File: src/rtl/adu_pkg.sv
// ----------------------------------------------------------------------------
// adu_pkg
// Shared widths, fixed-point constants, mode codes and stage payload types
// for the activation and derivative unit.
// ----------------------------------------------------------------------------
package adu_pkg;

    localparam int DATA_WIDTH = 16;
    localparam int FRAC_BITS  = 12;

    // sigmoid value and derivative span [0, 1.0]: one integer bit
    localparam int Y_W    = FRAC_BITS + 1;
    localparam int PROD_W = 2 * Y_W;

    localparam logic [Y_W-1:0] ONE_FX = Y_W'(1 << FRAC_BITS);

    // PLAN breakpoints on |x|
    localparam logic [DATA_WIDTH-1:0] SIG_TH_SAT = DATA_WIDTH'(5 * (1 << FRAC_BITS));
    localparam logic [DATA_WIDTH-1:0] SIG_TH_MID = DATA_WIDTH'((19 * (1 << FRAC_BITS)) / 8);
    localparam logic [DATA_WIDTH-1:0] SIG_TH_LOW = DATA_WIDTH'(1 << FRAC_BITS);

    // PLAN offsets
    localparam logic [DATA_WIDTH-1:0] SIG_OFS_MID = DATA_WIDTH'((27 * (1 << FRAC_BITS)) / 32);
    localparam logic [DATA_WIDTH-1:0] SIG_OFS_LOW = DATA_WIDTH'((5 * (1 << FRAC_BITS)) / 8);
    localparam logic [DATA_WIDTH-1:0] SIG_OFS_CTR = DATA_WIDTH'((1 << FRAC_BITS) / 2);

    typedef enum logic [1:0] {
        MODE_LINEAR  = 2'd0,
        MODE_SIGMOID = 2'd1,
        MODE_RELU    = 2'd2
    } mode_t;

    // payload handed from the sigmoid stages to the derivative stages
    typedef struct packed {
        logic signed [DATA_WIDTH-1:0] act;
        logic [Y_W-1:0]               sig_y;
        logic [Y_W-1:0]               deriv_const;
        logic                         use_prod;
    } plan_data_t;

endpackage

File: src/rtl/adu_if.sv
// ----------------------------------------------------------------------------
// adu channel interfaces
// Valid/ready channels for weighted-sum requests and activation results.
// ----------------------------------------------------------------------------
interface adu_sum_if
    import adu_pkg::*;
();
    logic                         valid;
    logic                         ready;
    logic signed [DATA_WIDTH-1:0] sum_in;

    modport source (output valid, output sum_in, input ready);
    modport sink   (input valid, input sum_in, output ready);
endinterface

interface adu_result_if
    import adu_pkg::*;
();
    logic                         valid;
    logic                         ready;
    logic signed [DATA_WIDTH-1:0] act_out;
    logic [Y_W-1:0]               deriv_out;

    modport source (output valid, output act_out, output deriv_out, input ready);
    modport sink   (input valid, input act_out, input deriv_out, output ready);
endinterface

File: src/rtl/adu_plan.sv
// ----------------------------------------------------------------------------
// adu_plan
// Two pipeline stages: input capture with |x|, then PLAN sigmoid evaluation
// and linear/relu selection.
// ----------------------------------------------------------------------------
module adu_plan
    import adu_pkg::*;
(
    input  logic        clk,
    input  logic        rst_n,
    input  mode_t       mode,
    adu_sum_if.sink     sum_ch,
    output logic        out_valid,
    input  logic        out_ready,
    output plan_data_t  out_data
);

    // stage A
    logic                         a_valid_reg;
    logic signed [DATA_WIDTH-1:0] a_x_reg;
    logic [DATA_WIDTH-1:0]        a_abs_reg;
    logic                         a_neg_reg;
    mode_t                        a_mode_reg;
    logic                         a_ready;
    logic [DATA_WIDTH-1:0]        a_abs_next;

    // stage B
    logic       b_valid_reg;
    plan_data_t b_data_reg;
    plan_data_t b_data_next;
    logic       b_ready;

    logic [DATA_WIDTH-1:0] y_mag;
    logic [Y_W-1:0]        y_pos;
    logic [Y_W-1:0]        y_val;
    logic                  x_pos;

    assign b_ready      = !b_valid_reg || out_ready;
    assign a_ready      = !a_valid_reg || b_ready;
    assign sum_ch.ready = a_ready;

    // two's complement magnitude; the most negative value maps to 2^(W-1)
    assign a_abs_next = sum_ch.sum_in[DATA_WIDTH-1] ? (~sum_ch.sum_in + 1'b1)
                                                    : sum_ch.sum_in;

    always_ff @(posedge clk or negedge rst_n)
    begin
        if (!rst_n)
        begin
            a_valid_reg <= 1'b0;
            b_valid_reg <= 1'b0;
        end
        else
        begin
            if (a_ready)
            begin
                a_valid_reg <= sum_ch.valid;
            end
            if (b_ready)
            begin
                b_valid_reg <= a_valid_reg;
            end
        end
    end

    always_ff @(posedge clk)
    begin
        if (a_ready && sum_ch.valid)
        begin
            a_x_reg    <= sum_ch.sum_in;
            a_abs_reg  <= a_abs_next;
            a_neg_reg  <= sum_ch.sum_in[DATA_WIDTH-1];
            a_mode_reg <= mode;
        end
        if (b_ready && a_valid_reg)
        begin
            b_data_reg <= b_data_next;
        end
    end

    // PLAN segments, all below 1.0 except saturation
    always_comb
    begin
        if (a_abs_reg >= SIG_TH_SAT)
        begin
            y_mag = DATA_WIDTH'(ONE_FX);
        end
        else if (a_abs_reg >= SIG_TH_MID)
        begin
            y_mag = (a_abs_reg >> 5) + SIG_OFS_MID;
        end
        else if (a_abs_reg >= SIG_TH_LOW)
        begin
            y_mag = (a_abs_reg >> 3) + SIG_OFS_LOW;
        end
        else
        begin
            y_mag = (a_abs_reg >> 2) + SIG_OFS_CTR;
        end
    end

    assign y_pos = y_mag[Y_W-1:0];
    assign y_val = a_neg_reg ? (ONE_FX - y_pos) : y_pos;
    assign x_pos = !a_neg_reg && (a_x_reg != '0);

    always_comb
    begin
        b_data_next.sig_y = y_val;
        case (a_mode_reg)
            MODE_LINEAR:
            begin
                b_data_next.act         = a_x_reg;
                b_data_next.deriv_const = ONE_FX;
                b_data_next.use_prod    = 1'b0;
            end
            MODE_SIGMOID:
            begin
                b_data_next.act         = DATA_WIDTH'(y_val);
                b_data_next.deriv_const = '0;
                b_data_next.use_prod    = 1'b1;
            end
            MODE_RELU:
            begin
                b_data_next.act         = x_pos ? a_x_reg : '0;
                b_data_next.deriv_const = x_pos ? ONE_FX : '0;
                b_data_next.use_prod    = 1'b0;
            end
            default:
            begin
                b_data_next.act         = '0;
                b_data_next.deriv_const = '0;
                b_data_next.use_prod    = 1'b0;
            end
        endcase
    end

    assign out_valid = b_valid_reg;
    assign out_data  = b_data_reg;

endmodule

File: src/rtl/adu_deriv.sv
// ----------------------------------------------------------------------------
// adu_deriv
// Two pipeline stages: sigmoid derivative product s*(1-s), then truncation,
// derivative selection and the output register.
// ----------------------------------------------------------------------------
module adu_deriv
    import adu_pkg::*;
(
    input  logic          clk,
    input  logic          rst_n,
    input  logic          in_valid,
    output logic          in_ready,
    input  plan_data_t    in_data,
    adu_result_if.source  res_ch
);

    // stage C
    logic                         c_valid_reg;
    logic [PROD_W-1:0]            c_prod_reg;
    logic [PROD_W-1:0]            c_prod_next;
    logic signed [DATA_WIDTH-1:0] c_act_reg;
    logic [Y_W-1:0]               c_dconst_reg;
    logic                         c_use_prod_reg;
    logic                         c_ready;

    // stage D (output)
    logic                         d_valid_reg;
    logic signed [DATA_WIDTH-1:0] d_act_reg;
    logic [Y_W-1:0]               d_deriv_reg;
    logic [Y_W-1:0]               d_deriv_next;
    logic                         d_ready;

    assign d_ready  = !d_valid_reg || res_ch.ready;
    assign c_ready  = !c_valid_reg || d_ready;
    assign in_ready = c_ready;

    assign c_prod_next  = PROD_W'(in_data.sig_y) * PROD_W'(ONE_FX - in_data.sig_y);
    // s*(1-s) <= 0.25, so the truncated product fits the derivative width
    assign d_deriv_next = c_use_prod_reg ? c_prod_reg[FRAC_BITS +: Y_W] : c_dconst_reg;

    always_ff @(posedge clk or negedge rst_n)
    begin
        if (!rst_n)
        begin
            c_valid_reg <= 1'b0;
            d_valid_reg <= 1'b0;
        end
        else
        begin
            if (c_ready)
            begin
                c_valid_reg <= in_valid;
            end
            if (d_ready)
            begin
                d_valid_reg <= c_valid_reg;
            end
        end
    end

    always_ff @(posedge clk)
    begin
        if (c_ready && in_valid)
        begin
            c_prod_reg     <= c_prod_next;
            c_act_reg      <= in_data.act;
            c_dconst_reg   <= in_data.deriv_const;
            c_use_prod_reg <= in_data.use_prod;
        end
        if (d_ready && c_valid_reg)
        begin
            d_act_reg   <= c_act_reg;
            d_deriv_reg <= d_deriv_next;
        end
    end

    assign res_ch.valid     = d_valid_reg;
    assign res_ch.act_out   = d_act_reg;
    assign res_ch.deriv_out = d_deriv_reg;

endmodule

File: src/rtl/activation_and_derivative_unit_top.sv
// ----------------------------------------------------------------------------
// activation_and_derivative_unit_top
// Linear / PLAN sigmoid / relu activation with derivative, Q4.12 fixed point.
// ----------------------------------------------------------------------------
//  channel   dir  handshake      payload
//  sum_ch    in   valid/ready    sum_in    (s16 Q4.12)
//  res_ch    out  valid/ready    act_out   (s16 Q4.12), deriv_out (u13 Q1.12)
//  cfg       in   cfg_we         cfg_wdata (mode, 2 bits)
//
//  Four register stages: |x| capture, PLAN segment select, derivative
//  multiply, output register. One request per cycle while res_ch is not stalled.
//  Each stage holds its own valid bit and loads whenever it is empty or the
//  next stage moves, so a stalled output still lets earlier stages fill.
//  Reset clears all valid bits and sets mode to linear.
// ----------------------------------------------------------------------------
module activation_and_derivative_unit_top
    import adu_pkg::*;
(
    input  logic          clk,
    input  logic          rst_n,
    input  logic          cfg_we,
    input  logic [1:0]    cfg_wdata,
    adu_sum_if.sink       sum_ch,
    adu_result_if.source  res_ch
);

    mode_t      mode_reg;
    logic       plan_valid;
    logic       plan_ready;
    plan_data_t plan_data;

    always_ff @(posedge clk or negedge rst_n)
    begin
        if (!rst_n)
        begin
            mode_reg <= MODE_LINEAR;
        end
        else if (cfg_we)
        begin
            mode_reg <= mode_t'(cfg_wdata);
        end
    end

    adu_plan u_plan
    (
        .clk       (clk),
        .rst_n     (rst_n),
        .mode      (mode_reg),
        .sum_ch    (sum_ch),
        .out_valid (plan_valid),
        .out_ready (plan_ready),
        .out_data  (plan_data)
    );

    adu_deriv u_deriv
    (
        .clk      (clk),
        .rst_n    (rst_n),
        .in_valid (plan_valid),
        .in_ready (plan_ready),
        .in_data  (plan_data),
        .res_ch   (res_ch)
    );

endmodule
File: src/flat_wrapper.sv
// flat-port wrapper written by rule: the top's interface ports become plain ports
module activation_and_derivative_unit_top_flat import adu_pkg::*;
  (clk, rst_n, cfg_we, cfg_wdata, sum_ch_valid, sum_ch_sum_in, sum_ch_ready, res_ch_valid, res_ch_act_out, res_ch_deriv_out, res_ch_ready);
  adu_sum_if sum_ch_i ();
  adu_result_if res_ch_i ();
  input  logic clk;
  input  logic rst_n;
  input  logic cfg_we;
  input  logic [1:0] cfg_wdata;
  input wire logic [$bits(sum_ch_i.valid)-1:0] sum_ch_valid;
  input wire logic [$bits(sum_ch_i.sum_in)-1:0] sum_ch_sum_in;
  output wire logic [$bits(sum_ch_i.ready)-1:0] sum_ch_ready;
  output wire logic [$bits(res_ch_i.valid)-1:0] res_ch_valid;
  output wire logic [$bits(res_ch_i.act_out)-1:0] res_ch_act_out;
  output wire logic [$bits(res_ch_i.deriv_out)-1:0] res_ch_deriv_out;
  input wire logic [$bits(res_ch_i.ready)-1:0] res_ch_ready;
  assign sum_ch_i.valid = sum_ch_valid;
  assign sum_ch_i.sum_in = sum_ch_sum_in;
  assign sum_ch_ready = sum_ch_i.ready;
  assign res_ch_valid = res_ch_i.valid;
  assign res_ch_act_out = res_ch_i.act_out;
  assign res_ch_deriv_out = res_ch_i.deriv_out;
  assign res_ch_i.ready = res_ch_ready;
  activation_and_derivative_unit_top u_core (.clk(clk), .rst_n(rst_n), .cfg_we(cfg_we), .cfg_wdata(cfg_wdata), .sum_ch(sum_ch_i), .res_ch(res_ch_i));
endmodule
File: config.mk
export PLATFORM = sky130hd
export DESIGN_NAME = activation_and_derivative_unit_top_flat
export DESIGN_NICKNAME = d
export VERILOG_FILES = /design/src/rtl/adu_pkg.sv /design/src/rtl/adu_if.sv /design/src/rtl/adu_plan.sv /design/src/rtl/adu_deriv.sv /design/src/rtl/activation_and_derivative_unit_top.sv /design/src/flat_wrapper.sv
export SDC_FILE = /design/constraint.sdc
export NUM_CORES = 1
export LEC_CHECK = 0
export BUFFER_PORTS_ARGS = -buffer_cell sky130_fd_sc_hd__buf_4
export CAP_MARGIN = 20
export CELL_PAD_IN_SITES_DETAIL_PLACEMENT = 1
export CELL_PAD_IN_SITES_GLOBAL_PLACEMENT = 1
export CORE_ASPECT_RATIO = 0.75
export CORE_MARGIN = 5
export CORE_UTILIZATION = 46
export DETAILED_ROUTE_END_ITERATION = 8
export GPL_ROUTABILITY_DRIVEN = 0
export PLACE_DENSITY_LB_ADDON = 0.1
export SLEW_MARGIN = 20
export SYNTH_ARGS = -nofsm -noshare
export SYNTH_HDL_FRONTEND = slang
export SYNTH_SLANG_ARGS = --single-unit
export TNS_END_PERCENT = 100
File: constraint.sdc
create_clock -name clk -period 7.3 [get_ports clk]
set_input_delay 0.365 -clock clk [delete_from_list [all_inputs] [get_ports clk]]
set_output_delay 0.365 -clock clk [all_outputs]
set_load 0.005 [all_outputs]
### Word level (Yosys, flattened, before mapping)

Index checks and enable logic that the tools add are counted.

* flip-flop bits (word level): 168
* input port bits: 23
* output and inout port bits: 31
* word-level logic and storage cells: 59

* $add $sub $neg: 6
* multipliers: 1
* $lt $le $gt $ge: 3
* equal/unequal tests: 2
* multiplexer cells: 10
* bitwise gates (word level): 1
* reduce and logical (&&, ||, !) cells: 16

Operators with widths (count)
* 13-bit two-way mux: 6
* 16-bit one-hot mux with 3 select lines: 1
* 14-bit one-hot mux with 3 select lines: 1
* 13-bit by 12-bit adder with 13-bit output, second input constant: 2
* 14-bit by 14-bit multiplier with 25-bit output: 1
* 16-bit by 1-bit adder with 16-bit output, second input constant: 1
* 16-bit by 13-bit greater-or-equal comparator with 1-bit output, second input constant: 1
* 16-bit by 14-bit greater-or-equal comparator with 1-bit output, second input constant: 1
* 16-bit by 15-bit greater-or-equal comparator with 1-bit output, second input constant: 1
* 16-bit two-way mux: 1
* 16-bit inverter: 1
* 16-bit nonzero test: 1
* 15-bit two-way mux: 1
* 13-bit by 13-bit subtractor with 14-bit output, first input constant: 1
* 11-bit by 12-bit adder with 13-bit output, second input constant: 1
* 13-bit subtractor, first input constant: 1
* 1-bit logical AND: 5
* 1-bit zero test: 5
* 1-bit logical OR: 4
* 2-bit by 1-bit equality test with 1-bit output, second input constant: 1
* 2-bit equality test, second input constant: 1
* 2-bit zero test: 1

### Longest topological paths before layout

* depth after elaboration: 7
* gate-level depth with buffers: 29
* gate-level depth less buffers: 28

### By module

Synthesis repeated with hierarchy kept, for this count alone.

* cell total of the unflattened synthesis: 1093
* area, all modules: 12429.4 µm²

Modules (own cells, without submodules)
* adu_deriv: instances 1, cells an instance 760, area each 8565.7 µm², sequential area each 2212.1 µm²
* adu_plan: instances 1, cells an instance 329, area each 3791.1 µm², sequential area each 1971.9 µm²
* activation_and_derivative_unit_top: instances 1, cells an instance 4, area each 72.6 µm², sequential area each 50.0 µm²

### Worst setup path after synthesis

Ideal clock, no wire load.

* path type: register to register
* start point: register u_core.u_plan.b_data_reg, in the netlist u_core.u_plan.out_data[14]
* end point: register u_core.u_deriv.c_prod_reg[24] (data pin)
* setup time: 0.260 ns
* data arrival time: 7.087 ns
* data required time: 7.040 ns
* setup slack: -0.047 ns
* cell stages (with the launch flop): 27
* path buffers: 1
* period minus slack after synthesis: 7.347 ns
* cells stage by stage: edfxtp_1 -> or3_1 -> or3_1 -> nor3_1 -> nand2_1 -> o21ai_0 -> clkbuf_1 -> inv_1 -> nand2_1 -> fa_1 -> fa_1 -> inv_1 -> fa_1 -> fa_1 -> fa_1 -> inv_1 -> fa_1 -> inv_1 -> ha_1 -> a21o_1 -> a21oi_1 -> nor2b_1 -> o41ai_1 -> a31oi_1 -> a211oi_1 -> o21bai_1 -> xnor2_1

* cells in the longest elaborated chain, start to end: 2

Ends and longest elaborated chain
* start, declared: line adu_plan.sv:29 `plan_data_t b_data_reg;`
* start signal, assigned: line adu_plan.sv:77 `b_data_reg <= b_data_next;`
* 13-bit by 13-bit subtractor with 14-bit output: line adu_deriv.sv:37 `assign c_prod_next = PROD_W'(in_data.sig_y) * PROD_W'(ONE_FX - in_data.sig_y);`
* 14-bit by 14-bit multiplier with 25-bit output (*): line adu_deriv.sv:37
* named net u_core.u_deriv.c_prod_next[24]: line adu_deriv.sv:20 `logic [PROD_W-1:0] c_prod_next;`
* end signal, assigned: line adu_deriv.sv:65 `c_prod_reg <= c_prod_next;`
* end, declared: line adu_deriv.sv:19 `logic [PROD_W-1:0] c_prod_reg;`

The timed path passes the listed nets; every way through them passes the cells marked *.
A chain may end at the register's enable or synchronous reset.

### Worst setup path in the final report

* start point: register u_core.u_plan.b_data_reg, in the netlist u_core.u_plan.out_data[14]
* end point: register u_core.u_deriv.c_prod_reg[22] (data pin)

Same word-level chain as after synthesis.

==> run summary <==
Outcome: finished, final reports clean
Die height: 148 µm
Clk sink count: 130
Setup TNS: 0 ps
RSZ-0062 raised after global routing: true
Post-synthesis sequential area ratio: 0.330
Distinct cell type count after synthesis: 69
Final Skew: 12.1 ps
Reg-to-Reg End: u_core.u_deriv.c_prod_reg[22]$_DFFE_PP_
Final min period: 7140 ps
Critical path's most frequent cell: fa_1
Register bit total from synthesis: 130
WL/cell: 20.1 µm
Syn Nets: 1321
TritonCTS buffer count: 17
CP Class: flip-flop to flip-flop
Buf+Inv Stages, Crit Path: 5
Initial Utilization: 0.468
Largest area contributor in the netlist: edfxtp_1
Total Routing Usage GR: 0.215
Critical path required time: 7470 ps
CTS tree: yes
Final period util: 0.978
Largest net degree at the start of global routing: 34
Ports: 54
Utilization after layout: 0.538
Syn avg cell area: 11.1 µm²
CTS root buffer: clkbuf_16
Reg2reg setup slack: 160 ps
Reg2Reg Launch Point: u_core.u_plan.out_data[14]$_DFFE_PP_
Pre-antenna DRT Iters: 5
Final ANT Viol Nets: 0
Fin. max-slew vios: 0
Max_cap viols: 0
Net count, final: 1403
Worst-Skew Late Latency: 420 ps
Rel. slew slack: 0.307
Post-synth EDFFs: 124
Worst hold path class: input port to flip-flop
Max reg flops: 31
Worst Reg2Reg Path Length in Cells: 27
Top-area cell type share of the netlist area: 0.317
Layout area overhead: 14.9%
Largest cells by area after synthesis: edfxtp_1 32%, fa_1 22%, ha_1 12%
Fmax: 140 MHz
Layout cells sized above 1: 0.153
Worst-path clk slew: 70 ps
Final Hold Viols: 0
Detailed Route Iter0 Violations: 400
Hpwl dp: 23600 µm
Data arrival time of the worst path: 7310 ps
# setup viols final: 0
Measured slew at the worst slew-check pin: 1030 ps
Hold EP: u_core.u_plan.a_x_reg[13]$_DFFE_PP_
Antenna violations before repair: 0
Crit path capture type: flip-flop
Core area: 25100 µm²
Hold Path Origin: sum_ch_sum_in[13]
CP Launch Type: flip-flop
DRC Markers: 0
Crit path launch: u_core.u_plan.out_data[14]$_DFFE_PP_
N_diodes: 0
First-pass GRT wire length: 48300 µm
Syn Std Cell Area: 11800 µm²
Vias per cell: 5.21
Largest stage delay, worst path: 560 ps
Ys flop type: edfxtp_1
Asr flop ratio synth: 0.0462
Worst path slowest cell: fa_1
Width of the chip: 195 µm
Die area: 28900 µm²
Ys Warns: 0
CTS Buffer Depth: 2
Largest fanout on the critical path: 5
CP delay by family, top: adder cells
Site Rows: 50
DR vias: 7779
GR Overflow Total: 0
IO Port Bufs: 53
Number of global-route vias before repair: 8309
CTS H-tree lvls: 4
Final WL: 30000 µm
Worst hold stages: 1
Synthesized instance count: 1060
[synth_stat cells, drive strengths merged, types with 9 or more instances]
master	instances
fa	129
or3	13
inv	177
o211ai	9
nor2	46
nand2	33
clkbuf	28
edfxtp	124
a211oi	9
o31ai	9
nand2b	75
ha	109
nor3	13
a21oi	16
nor2b	55
xor2	15
nand3	10
o21ai	17
xnor2	30
and2	44
[metrics by stage]
stage | cell area [µm²] | cells | hold slack, ps | setup WS (ps)
4_1_cts | 13300 | 1489 | 121 | 8.18
6_report | 13500 | 1493 | 138 | 164
2_1_floorplan | 11800 | 1060 | 69.4 | 39.7
3_5_place_dp | 12700 | 1456 | 178 | -43.6
3_3_place_gp | 12700 | 1456 | 178 | 174
5_1_grt | 13500 | 1493 | 131 | -80.7
[cell usage in the layout (no fill, tap or decap), types with 4 or more instances in the layout]
cell       Yosys  routed
o211ai_1       9       9
nor2_1        46      45
xor2_1        15      15
clkbuf_16      0      17
edfxtp_1     124     124
o31ai_1        8       8
fa_1         129     126
nor2b_1       55      53
mux2i_1        7       7
a211oi_1       9       7
nor4_1         6       6
nor3_1        12      10
buf_4          1      93
nand2b_1      75      72
xnor2_1       30      30
dfrtp_1        6       6
a21oi_1       15      13
nand4_1        4       4
ha_1         109     105
o21a_1         6       6
or2_2          6       6
nand3_1        9       9
nand2_1       33      33
a21o_1         5       5
or3_1         12       9
and2_1        44      44
inv_8          0       5
o21ai_0       15      14
inv_1        176     176
a22o_1         7       7
[final cells by class]
type | instances | area [µm²]
clock buffers | 17 | 425
clock inverters | 15 | 163
flip-flops and latches | 130 | 3870
well taps | 338 | 423
repair buffers | 96 | 739
inverters | 177 | 664
multi-input cells | 720 | 7210
fillers | 2696 | 11600
[per-layer routing]
metal | global-route usage | wire, µm | share of wire
met5 | 0 | 0 | 0
met4 | 0.0376 | 308 | 0.010
met3 | 0.0510 | 1950 | 0.065
met2 | 0.320 | 13000 | 0.43
met1 | 0.328 | 14800 | 0.49
[cells by family after synthesis]
logic type | share of synthesized area
AO/OA/AOI/OAI | 0.0688
XOR/XNOR | 0.0335
adder cells (fa/ha/maj) | 0.336
buffers and inverters | 0.0693
flip-flops | 0.330
multiplexers | 0.0114
AND/OR/NAND/NOR | 0.152
[what timing repair did]
item,CTS,global route
hold buffers,1,0
setup endpoints to repair,4,10
gates resized for setup,2,30
setup buffers,0,4
endpoints found under the hold margin,6,0
pin swaps,0,14
[how the worst max path moves through the flow]
stage	depth (start not counted)	endpoint	slack (ps)
after global placement	23	u_core.u_deriv.c_prod_reg[24]$_DFFE_PP_	170
after global routing	28	u_core.u_deriv.c_prod_reg[24]$_DFFE_PP_	-80
after CTS	27	u_core.u_deriv.c_prod_reg[22]$_DFFE_PP_	8
final	27	u_core.u_deriv.c_prod_reg[22]$_DFFE_PP_	160
after detailed placement	27	u_core.u_deriv.c_prod_reg[22]$_DFFE_PP_	-40
after floorplan	26	u_core.u_deriv.c_prod_reg[24]$_DFFE_PP_	40
Power is left out: the tool's default activity adds up to more than one toggle a clock period on the data nets, which glitch-free logic cannot reach.
